### config.mk
export PLATFORM = sky130hd
export DESIGN_NAME = modular_power_inverse_divide
export DESIGN_NICKNAME = d
export VERILOG_FILES = /design/src/mpid_pkg.sv /design/src/mpid_mulmod.sv /design/src/mpid_datapath.sv /design/src/mpid_ctrl.sv /design/src/modular_power_inverse_divide.sv
export SDC_FILE = /design/constraint.sdc
export NUM_CORES = 1
export LEC_CHECK = 0
export BUFFER_PORTS_ARGS = -buffer_cell sky130_fd_sc_hd__buf_2
export CORE_MARGIN = 2
export CORE_UTILIZATION = 60
export DETAILED_ROUTE_END_ITERATION = 8
export GPL_TIMING_DRIVEN = 1
export HOLD_SLACK_MARGIN = 0.15
export PLACE_DENSITY = 0.79
export SLEW_MARGIN = 20
export SYNTH_ARGS = -nofsm -noshare
export SYNTH_HDL_FRONTEND = slang
export SYNTH_SLANG_ARGS = --single-unit
export TNS_END_PERCENT = 5
### constraint.sdc
create_clock -name aclk -period 14.7 [get_ports aclk]
set_input_delay 0 -clock aclk [delete_from_list [all_inputs] [get_ports aclk]]
set_output_delay 0 -clock aclk [all_outputs]
set_load 0.01 [all_outputs]
### src/mpid_pkg.sv
package mpid_pkg;

    // Width of every operand field and of the result on the ports
    localparam int FIELD_W = 32;
    // Default internal word width; operands are cut to this many low bits
    localparam int WORD_BITS_DEFAULT = 32;
    localparam int OP_W = 2;

    // Operation codes; the fourth code gives a zero result
    localparam logic [OP_W-1:0] OP_POWER   = 2'd0;
    localparam logic [OP_W-1:0] OP_INVERSE = 2'd1;
    localparam logic [OP_W-1:0] OP_DIVIDE  = 2'd2;
    localparam logic [OP_W-1:0] OP_UNUSED  = 2'd3;

    // Operand pairing for one modular multiply
    typedef enum logic [1:0] {
        SEL_REDUCE,  // 1 * base        -> base mod m
        SEL_MULT,    // sq * acc
        SEL_SQUARE,  // sq * sq
        SEL_FINAL    // inverse * dividend
    } mpid_sel_t;

    typedef enum logic [1:0] {
        RES_ZERO,
        RES_ACC,
        RES_PROD
    } mpid_res_src_t;

    typedef struct packed {
        logic          load;
        logic          start;
        mpid_sel_t     sel;
        logic          wr_sq;
        logic          wr_acc;
        logic          shift_exp;
        logic          wr_res;
        mpid_res_src_t res_src;
    } mpid_cmd_t;

    typedef struct packed {
        logic            mul_done;
        logic            exp_bit;
        logic            exp_zero;
        logic            mod_small;
        logic [OP_W-1:0] op;
    } mpid_status_t;

endpackage

### src/mpid_mulmod.sv
module mpid_mulmod #(
    parameter int WORD_BITS = mpid_pkg::WORD_BITS_DEFAULT
) (
    input  logic                 aclk,
    input  logic                 aresetn,
    input  logic                 start,
    input  logic [WORD_BITS-1:0] x,     // must be below m
    input  logic [WORD_BITS-1:0] y,     // any value
    input  logic [WORD_BITS-1:0] m,
    output logic                 done,
    output logic [WORD_BITS-1:0] prod   // x*y mod m, valid from done on
);

    localparam int W  = WORD_BITS;
    localparam int CW = $clog2(W);

    logic [W-1:0]  acc_reg, acc_next;
    logic [W-1:0]  x_reg;
    logic [W-1:0]  y_reg;
    logic [CW-1:0] cnt_reg;
    logic          busy_reg;
    logic          done_reg;

    logic [W+1:0]  t;
    logic [W+1:0]  m1;
    logic [W+1:0]  m2;
    logic [W+1:0]  sub;

    // Interleaved multiply, top bit of y first: acc = 2*acc + y_i*x stays below 3m
    always_comb begin
        t   = {1'b0, acc_reg, 1'b0} + (y_reg[W-1] ? (W+2)'(x_reg) : '0);
        m1  = (W+2)'(m);
        m2  = {1'b0, m, 1'b0};
        if (t >= m2) begin
            sub = m2;
        end else if (t >= m1) begin
            sub = m1;
        end else begin
            sub = '0;
        end
        acc_next = W'(t - sub);
    end

    always_ff @(posedge aclk) begin
        if (!aresetn) begin
            busy_reg <= 1'b0;
            done_reg <= 1'b0;
        end else begin
            done_reg <= 1'b0;
            if (start && !busy_reg) begin
                busy_reg <= 1'b1;
            end else if (busy_reg && cnt_reg == '0) begin
                busy_reg <= 1'b0;
                done_reg <= 1'b1;
            end
        end
    end

    always_ff @(posedge aclk) begin
        if (start && !busy_reg) begin
            acc_reg <= '0;
            x_reg   <= x;
            y_reg   <= y;
            cnt_reg <= CW'(W - 1);
        end else if (busy_reg) begin
            acc_reg <= acc_next;
            y_reg   <= {y_reg[W-2:0], 1'b0};
            cnt_reg <= cnt_reg - 1'b1;
        end
    end

    assign done = done_reg;
    assign prod = acc_reg;

endmodule

### src/mpid_datapath.sv
module mpid_datapath #(
    parameter int WORD_BITS = mpid_pkg::WORD_BITS_DEFAULT
) (
    input  logic                          aclk,
    input  logic                          aresetn,
    input  mpid_pkg::mpid_cmd_t           cmd,
    input  logic [mpid_pkg::OP_W-1:0]     operation,
    input  logic [mpid_pkg::FIELD_W-1:0]  operand_a,
    input  logic [mpid_pkg::FIELD_W-1:0]  operand_b,
    input  logic [mpid_pkg::FIELD_W-1:0]  modulus,
    output mpid_pkg::mpid_status_t        status,
    output logic [mpid_pkg::FIELD_W-1:0]  result
);

    localparam int W  = WORD_BITS;
    localparam int FW = mpid_pkg::FIELD_W;

    logic [mpid_pkg::OP_W-1:0] op_reg;
    logic [W-1:0] m_reg;
    logic [W-1:0] a_reg;
    logic [W-1:0] base_reg;
    logic [W-1:0] exp_reg;
    logic [W-1:0] acc_reg;
    logic [W-1:0] sq_reg;
    logic [FW-1:0] res_reg;

    logic [W-1:0] in_a, in_b, in_m;
    logic [W-1:0] mul_x, mul_y, prod;
    logic         mul_done;

    assign in_a = operand_a[W-1:0];
    assign in_b = operand_b[W-1:0];
    assign in_m = modulus[W-1:0];

    always_comb begin
        case (cmd.sel)
            mpid_pkg::SEL_REDUCE: begin
                mul_x = W'(1);
                mul_y = base_reg;
            end
            mpid_pkg::SEL_MULT: begin
                mul_x = sq_reg;
                mul_y = acc_reg;
            end
            mpid_pkg::SEL_SQUARE: begin
                mul_x = sq_reg;
                mul_y = sq_reg;
            end
            mpid_pkg::SEL_FINAL: begin
                mul_x = acc_reg;
                mul_y = a_reg;
            end
            default: begin
                mul_x = '0;
                mul_y = '0;
            end
        endcase
    end

    mpid_mulmod #(
        .WORD_BITS(W)
    ) u_mulmod (
        .aclk    (aclk),
        .aresetn (aresetn),
        .start   (cmd.start),
        .x       (mul_x),
        .y       (mul_y),
        .m       (m_reg),
        .done    (mul_done),
        .prod    (prod)
    );

    always_ff @(posedge aclk) begin
        if (cmd.load) begin
            op_reg   <= operation;
            m_reg    <= in_m;
            a_reg    <= in_a;
            base_reg <= (operation == mpid_pkg::OP_DIVIDE) ? in_b : in_a;
            // Fermat exponent m-2 for inverse and divide
            exp_reg  <= (operation == mpid_pkg::OP_POWER) ? in_b : in_m - W'(2);
            acc_reg  <= W'(1);
        end else begin
            if (cmd.wr_acc) begin
                acc_reg <= prod;
            end
            if (cmd.shift_exp) begin
                exp_reg <= exp_reg >> 1;
            end
        end
        if (cmd.wr_sq) begin
            sq_reg <= prod;
        end
        if (cmd.wr_res) begin
            case (cmd.res_src)
                mpid_pkg::RES_ZERO: res_reg <= '0;
                mpid_pkg::RES_ACC:  res_reg <= FW'(acc_reg);
                mpid_pkg::RES_PROD: res_reg <= FW'(prod);
                default:            res_reg <= '0;
            endcase
        end
    end

    assign status = '{
        mul_done:  mul_done,
        exp_bit:   exp_reg[0],
        exp_zero:  (exp_reg == '0),
        mod_small: (m_reg[W-1:1] == '0),
        op:        op_reg
    };
    assign result = res_reg;

endmodule

### src/mpid_ctrl.sv
module mpid_ctrl (
    input  logic                   aclk,
    input  logic                   aresetn,
    input  logic                   s_tvalid,
    output logic                   s_tready,
    output logic                   m_tvalid,
    input  logic                   m_tready,
    input  mpid_pkg::mpid_status_t status,
    output mpid_pkg::mpid_cmd_t    cmd
);

    typedef enum logic [2:0] {
        ST_IDLE,
        ST_CHECK,
        ST_REDUCE,
        ST_BIT,
        ST_MULT,
        ST_SQUARE,
        ST_FINAL,
        ST_OUT
    } state_t;

    state_t state_reg, state_next;

    assign s_tready = (state_reg == ST_IDLE);
    assign m_tvalid = (state_reg == ST_OUT);

    always_comb begin
        state_next = state_reg;
        cmd        = '0;
        cmd.sel    = mpid_pkg::SEL_REDUCE;
        cmd.res_src = mpid_pkg::RES_ZERO;
        case (state_reg)
            ST_IDLE: begin
                if (s_tvalid) begin
                    cmd.load   = 1'b1;
                    state_next = ST_CHECK;
                end
            end
            ST_CHECK: begin
                if (status.mod_small || status.op == mpid_pkg::OP_UNUSED) begin
                    cmd.wr_res  = 1'b1;
                    cmd.res_src = mpid_pkg::RES_ZERO;
                    state_next  = ST_OUT;
                end else begin
                    cmd.start  = 1'b1;
                    cmd.sel    = mpid_pkg::SEL_REDUCE;
                    state_next = ST_REDUCE;
                end
            end
            ST_REDUCE: begin
                if (status.mul_done) begin
                    cmd.wr_sq  = 1'b1;
                    state_next = ST_BIT;
                end
            end
            ST_BIT: begin
                if (status.exp_zero) begin
                    if (status.op == mpid_pkg::OP_DIVIDE) begin
                        cmd.start  = 1'b1;
                        cmd.sel    = mpid_pkg::SEL_FINAL;
                        state_next = ST_FINAL;
                    end else begin
                        cmd.wr_res  = 1'b1;
                        cmd.res_src = mpid_pkg::RES_ACC;
                        state_next  = ST_OUT;
                    end
                end else if (status.exp_bit) begin
                    cmd.start  = 1'b1;
                    cmd.sel    = mpid_pkg::SEL_MULT;
                    state_next = ST_MULT;
                end else begin
                    cmd.start  = 1'b1;
                    cmd.sel    = mpid_pkg::SEL_SQUARE;
                    state_next = ST_SQUARE;
                end
            end
            ST_MULT: begin
                // chain the square straight after the multiply
                if (status.mul_done) begin
                    cmd.wr_acc = 1'b1;
                    cmd.start  = 1'b1;
                    cmd.sel    = mpid_pkg::SEL_SQUARE;
                    state_next = ST_SQUARE;
                end
            end
            ST_SQUARE: begin
                if (status.mul_done) begin
                    cmd.wr_sq     = 1'b1;
                    cmd.shift_exp = 1'b1;
                    state_next    = ST_BIT;
                end
            end
            ST_FINAL: begin
                if (status.mul_done) begin
                    cmd.wr_res  = 1'b1;
                    cmd.res_src = mpid_pkg::RES_PROD;
                    state_next  = ST_OUT;
                end
            end
            ST_OUT: begin
                if (m_tready) begin
                    state_next = ST_IDLE;
                end
            end
            default: begin
                state_next = ST_IDLE;
            end
        endcase
    end

    always_ff @(posedge aclk) begin
        if (!aresetn) begin
            state_reg <= ST_IDLE;
        end else begin
            state_reg <= state_next;
        end
    end

endmodule

### src/modular_power_inverse_divide.sv
// Modular power, Fermat inverse and modular divide on one item at a time. Each input item
// carries an operation (power a^b, inverse a^(m-2), divide a*b^(m-2)), two operands and a
// modulus, and gives one result in 0..m-1; a modulus below two or the unused operation code
// gives 0. Inverse and divide assume a prime modulus. All arithmetic runs on one shared
// modular multiplier that retires one multiplier bit per cycle. After a reduction of the
// base, each exponent bit up to the highest set one costs a square, and each set bit also a
// multiply (the exponent is b for power, m-2 otherwise); divide adds one more multiply. The
// block takes a new item only after the previous result has been taken.
module modular_power_inverse_divide #(
    parameter int WORD_BITS = mpid_pkg::WORD_BITS_DEFAULT
) (
    input  logic        aclk,
    input  logic        aresetn,
    input  logic        s_tvalid,
    output logic        s_tready,
    input  logic [95:0] s_tdata,   // operand_a [31:0], operand_b [63:32], modulus [95:64]
    input  logic [1:0]  s_tuser,   // operation [1:0]
    output logic        m_tvalid,
    input  logic        m_tready,
    output logic [31:0] m_tdata    // result [31:0]
);

    localparam int FW = mpid_pkg::FIELD_W;

    mpid_pkg::mpid_cmd_t    cmd;
    mpid_pkg::mpid_status_t status;

    mpid_ctrl u_ctrl (
        .aclk     (aclk),
        .aresetn  (aresetn),
        .s_tvalid (s_tvalid),
        .s_tready (s_tready),
        .m_tvalid (m_tvalid),
        .m_tready (m_tready),
        .status   (status),
        .cmd      (cmd)
    );

    mpid_datapath #(
        .WORD_BITS(WORD_BITS)
    ) u_datapath (
        .aclk      (aclk),
        .aresetn   (aresetn),
        .cmd       (cmd),
        .operation (s_tuser),
        .operand_a (s_tdata[FW-1:0]),
        .operand_b (s_tdata[2*FW-1:FW]),
        .modulus   (s_tdata[3*FW-1:2*FW]),
        .status    (status),
        .result    (m_tdata)
    );

endmodule

==> summary.md <==
| Metric | Value |
|---|---|
| Dominant cells by area after synthesis | `edfxtp_1 41%, ha_1 8.9%, dfxtp_1 7.8%` |
| Yosys Warn Count | `0` |
| Num ports | `136` |
| Gpl congestion | `0.9317` |
| Placed instance count | `approximately 2.4k` |
| Detailed-router iteration count before antenna repair | `9` |
| Crit Path Class | `flop to flop` |
| WP buf/inv | `3` |
| Clock Skews | `0.03316 ns` |
| GRT Total Usage | `35.47%` |
| Mean Syn Cell Area | `10.03 um^2` |
| Antenna cells | `0` |
| Syn Std Cell Area | `19,080 um^2` |
| Resized cells post-CTS | `0` |
| Crit-path leading delay family | `compound AO/OA/AOI/OAI gates` |
| Post-synth cell types | `70` |
| Hold buffers post-CTS | `103` |
| DRC errors left | `15` |
| MaxCap Viol Count | `0` |
| Crit path largest cell delay | `0.73 ns` |
| Status | `complete, but fails checks` |
| Setup_tns | `0 ns` |
| Area of the multi-input gates | `approximately 9300 um^2` |
| Async S/R FF share, synth | `0%` |
| Iter 0 DRT Violations | `2,143` |
| Antenna violation net count after detailed routing | `0` |
| Worst-Skew Late Latency | `between 0.5 and 0.6 ns` |
| Leak Pwr | `8.661 nW` |
| Max transition margin | `30.28%` |
| Maximum vdd drop | `146.0 uV` |
| Initial Utilization | `60.62%` |
| Critical Path Sink Type | `flop` |
| Crit-path max FO | `33` |
| Post-synth top cells | `258 x edfxtp_1, 221 x nand2_1, 178 x a21oi_1` |
| Gate count after technology mapping | `1,903` |
| Worst EP required | `approximately 15 ns` |
| CTS Buffer Depth | `3` |
| RSZ-0062 raised after global routing | `no` |
| Worst Setup Start Kind | `flop` |
| Wire per inst | `23.55 um` |
| Sequential share of the synthesized area | `about half` |
| Register area | `9230 um^2` |
| Final Max Slew Viols | `0` |
| Syn-to-layout area delta | `16.88%` |
| Overall routed net length | `59.58 mm` |
| Area leader, netlist | `edfxtp_1` |
| Worst Max-Slew Pin Slew | `roughly 1.0 ns` |
| Most instantiated library cell after synthesis | `edfxtp_1` |
| Fin cells | `2,530` |
| Nets | `2,340` |
| Number of global-route vias before repair | `16.13k` |
| Reg2reg setup slack | `~5.8 ns` |
| CTS Sinks | `between 300 and 400` |
| Critical Path Slowest Stage Cell | `edfxtp_1` |
| CTS clk-pin slew, worst paths | `around 0.060 ns` |
| Share of layout cells above drive strength 1 | `approximately 13%` |
| Crit path time final | `8.899 ns` |
| Vias | `16.64k` |
| # port buffers | `135` |
| Antenna violations before repair | `0` |
| Top FF cell, synth | `edfxtp_1` |
| Worst path most repeated cell | `a21oi_1` |
| Crit share post-route | `60.54%` |
| First-pass GRT wire length | `between 90 and 100 mm` |
| Vert. Die Dim | `182.3 um` |
| Grt total ovfl | `0` |
| Max Clk Rate | `112.4 MHz` |
| Hold Vio Cnt, Final | `0` |
| Core Box Area | `~31,000 um^2` |
| Tightest Hold Check Type | `primary input to flop` |
| TritonCTS clock tree | `yes` |
| EDFF count, synth | `258` |
| Final Setup Violations | `0` |
| CTS Buf Count | `36` |
| Post-synthesis register bit count | `332` |
| Die area | `33,240 um^2` |
| CP arrival | `around 9.3 ns` |
| FILL cells | `2,219` |
| Failing checks | `design-rule violations` |
| Site Rows | `65` |
| Syn Nets | `2,142` |
| Post-CTS setup buffer count | `0` |
| Largest net degree at the start of global routing | `~80` |
| Mean number of vias per cell | `between 6 and 7` |
| Root Driver | `clkbuf_16` |
| Synth top area share | `40.60%` |
| Clock H-tree levels | `2` |
| DP HPWL | `40.41 mm` |
| Die width | `182.3 um` |
| PD cells | `204.3 nW/um^2` |
cell type report:
type / instances / area share [%]
multi-input cells: 1412 / 41.62
flip-flops and latches: 332 / 41.39
repair buffers: 259 / 8.360
clock buffers: 49 / 4.438
well taps: 402 / 2.255
inverters: 60 / 1.021
clock inverters: 16 / 0.9145
logic make-up (layout without fill, tap and decap cells):
kind of cell	after synthesis	count (layout)	synth area share (%)
AO/OA/AOI/OAI	578	578	19.43
XOR/XNOR	76	76	3.489
adder cells (fa/ha/maj)	137	137	9.062
buffers and inverters	159	384	3.148
flip-flops	332	332	48.37
multiplexers	39	39	2.275
AND/OR/NAND/NOR	582	582	14.23
path summary, 6_finish.rpt:
path,from,end,depth (start not counted)
setup / recovery,u_datapath.u_mulmod.y_reg[31]$_DFFE_PP_,u_datapath.u_mulmod.prod[28]$_SDFFE_PP0P_,38
hold reg to reg,u_datapath.acc_reg[11]$_SDFFE_PP0P_,u_datapath.acc_reg[11]$_SDFFE_PP0P_,2
hold / removal,s_tdata[22],u_datapath.a_reg[22]$_DFFE_PP_,2
setup reg to reg,u_datapath.u_mulmod.y_reg[31]$_DFFE_PP_,u_datapath.u_mulmod.prod[28]$_SDFFE_PP0P_,38
layer usage:
metal  GRT usage [%]  vias up  share of wire, %
met5               0        -                 0
met2           60.50     1024                48
li1                -     7524                 -
met1           44.24     7885                38
met4           18.45        0               6.0
met3           4.829      204               8.5
where the power goes:
group / total [mW] / leakage, nW / internal, mW / switching [mW]
Sequential: 1.31 / 3.05 / 1.18 / 0.130
Combinational: 2.31 / 5.02 / 0.936 / 1.38
Clock: 0.929 / 0.586 / 0.547 / 0.382
placed cells by master (no fill, tap or decap), types with 6 or more instances in the layout:
master           n
a211o_1          6
a211oi_1        11
a21o_1          53
a21oi_1        177
a222oi_1        32
a22oi_1         96
a31oi_1          6
and2_1          36
and3_1           9
buf_2          135
buf_4           21
clkbuf_1         9
clkbuf_16       36
dfxtp_1         73
dlygate4sd3_1  103
edfxtp_1       258
ha_1           131
inv_1           57
mux2_2          35
nand2_1        221
nand2b_1         6
nand3_1         25
nand3b_1         6
nand4_1         21
nor2_1         162
nor2b_1         12
nor3_1          21
nor4_1          23
o211ai_1        11
o21a_1           8
o21ai_0        119
o21ai_1          8
o21bai_1         9
or3_1            8
xnor2_1         44
xor2_1          32
through the flow:
step                      instance area, um^2  util [%]  power, mW  hold WS, ns  setup WS, ns
after floorplan                         19080         -      2.994      0.09887         7.254
after global placement                  20070     63.76      3.513       0.1893         6.122
after detailed placement                20070     63.76      3.550       0.1942         6.019
after CTS                               22290     70.83      4.497       0.1797         5.976
after global routing                    22300     70.86      4.836       0.1987         5.213
final                                   22300     70.86      4.556       0.2082         5.801
Power figures use the tool's default switching activity.
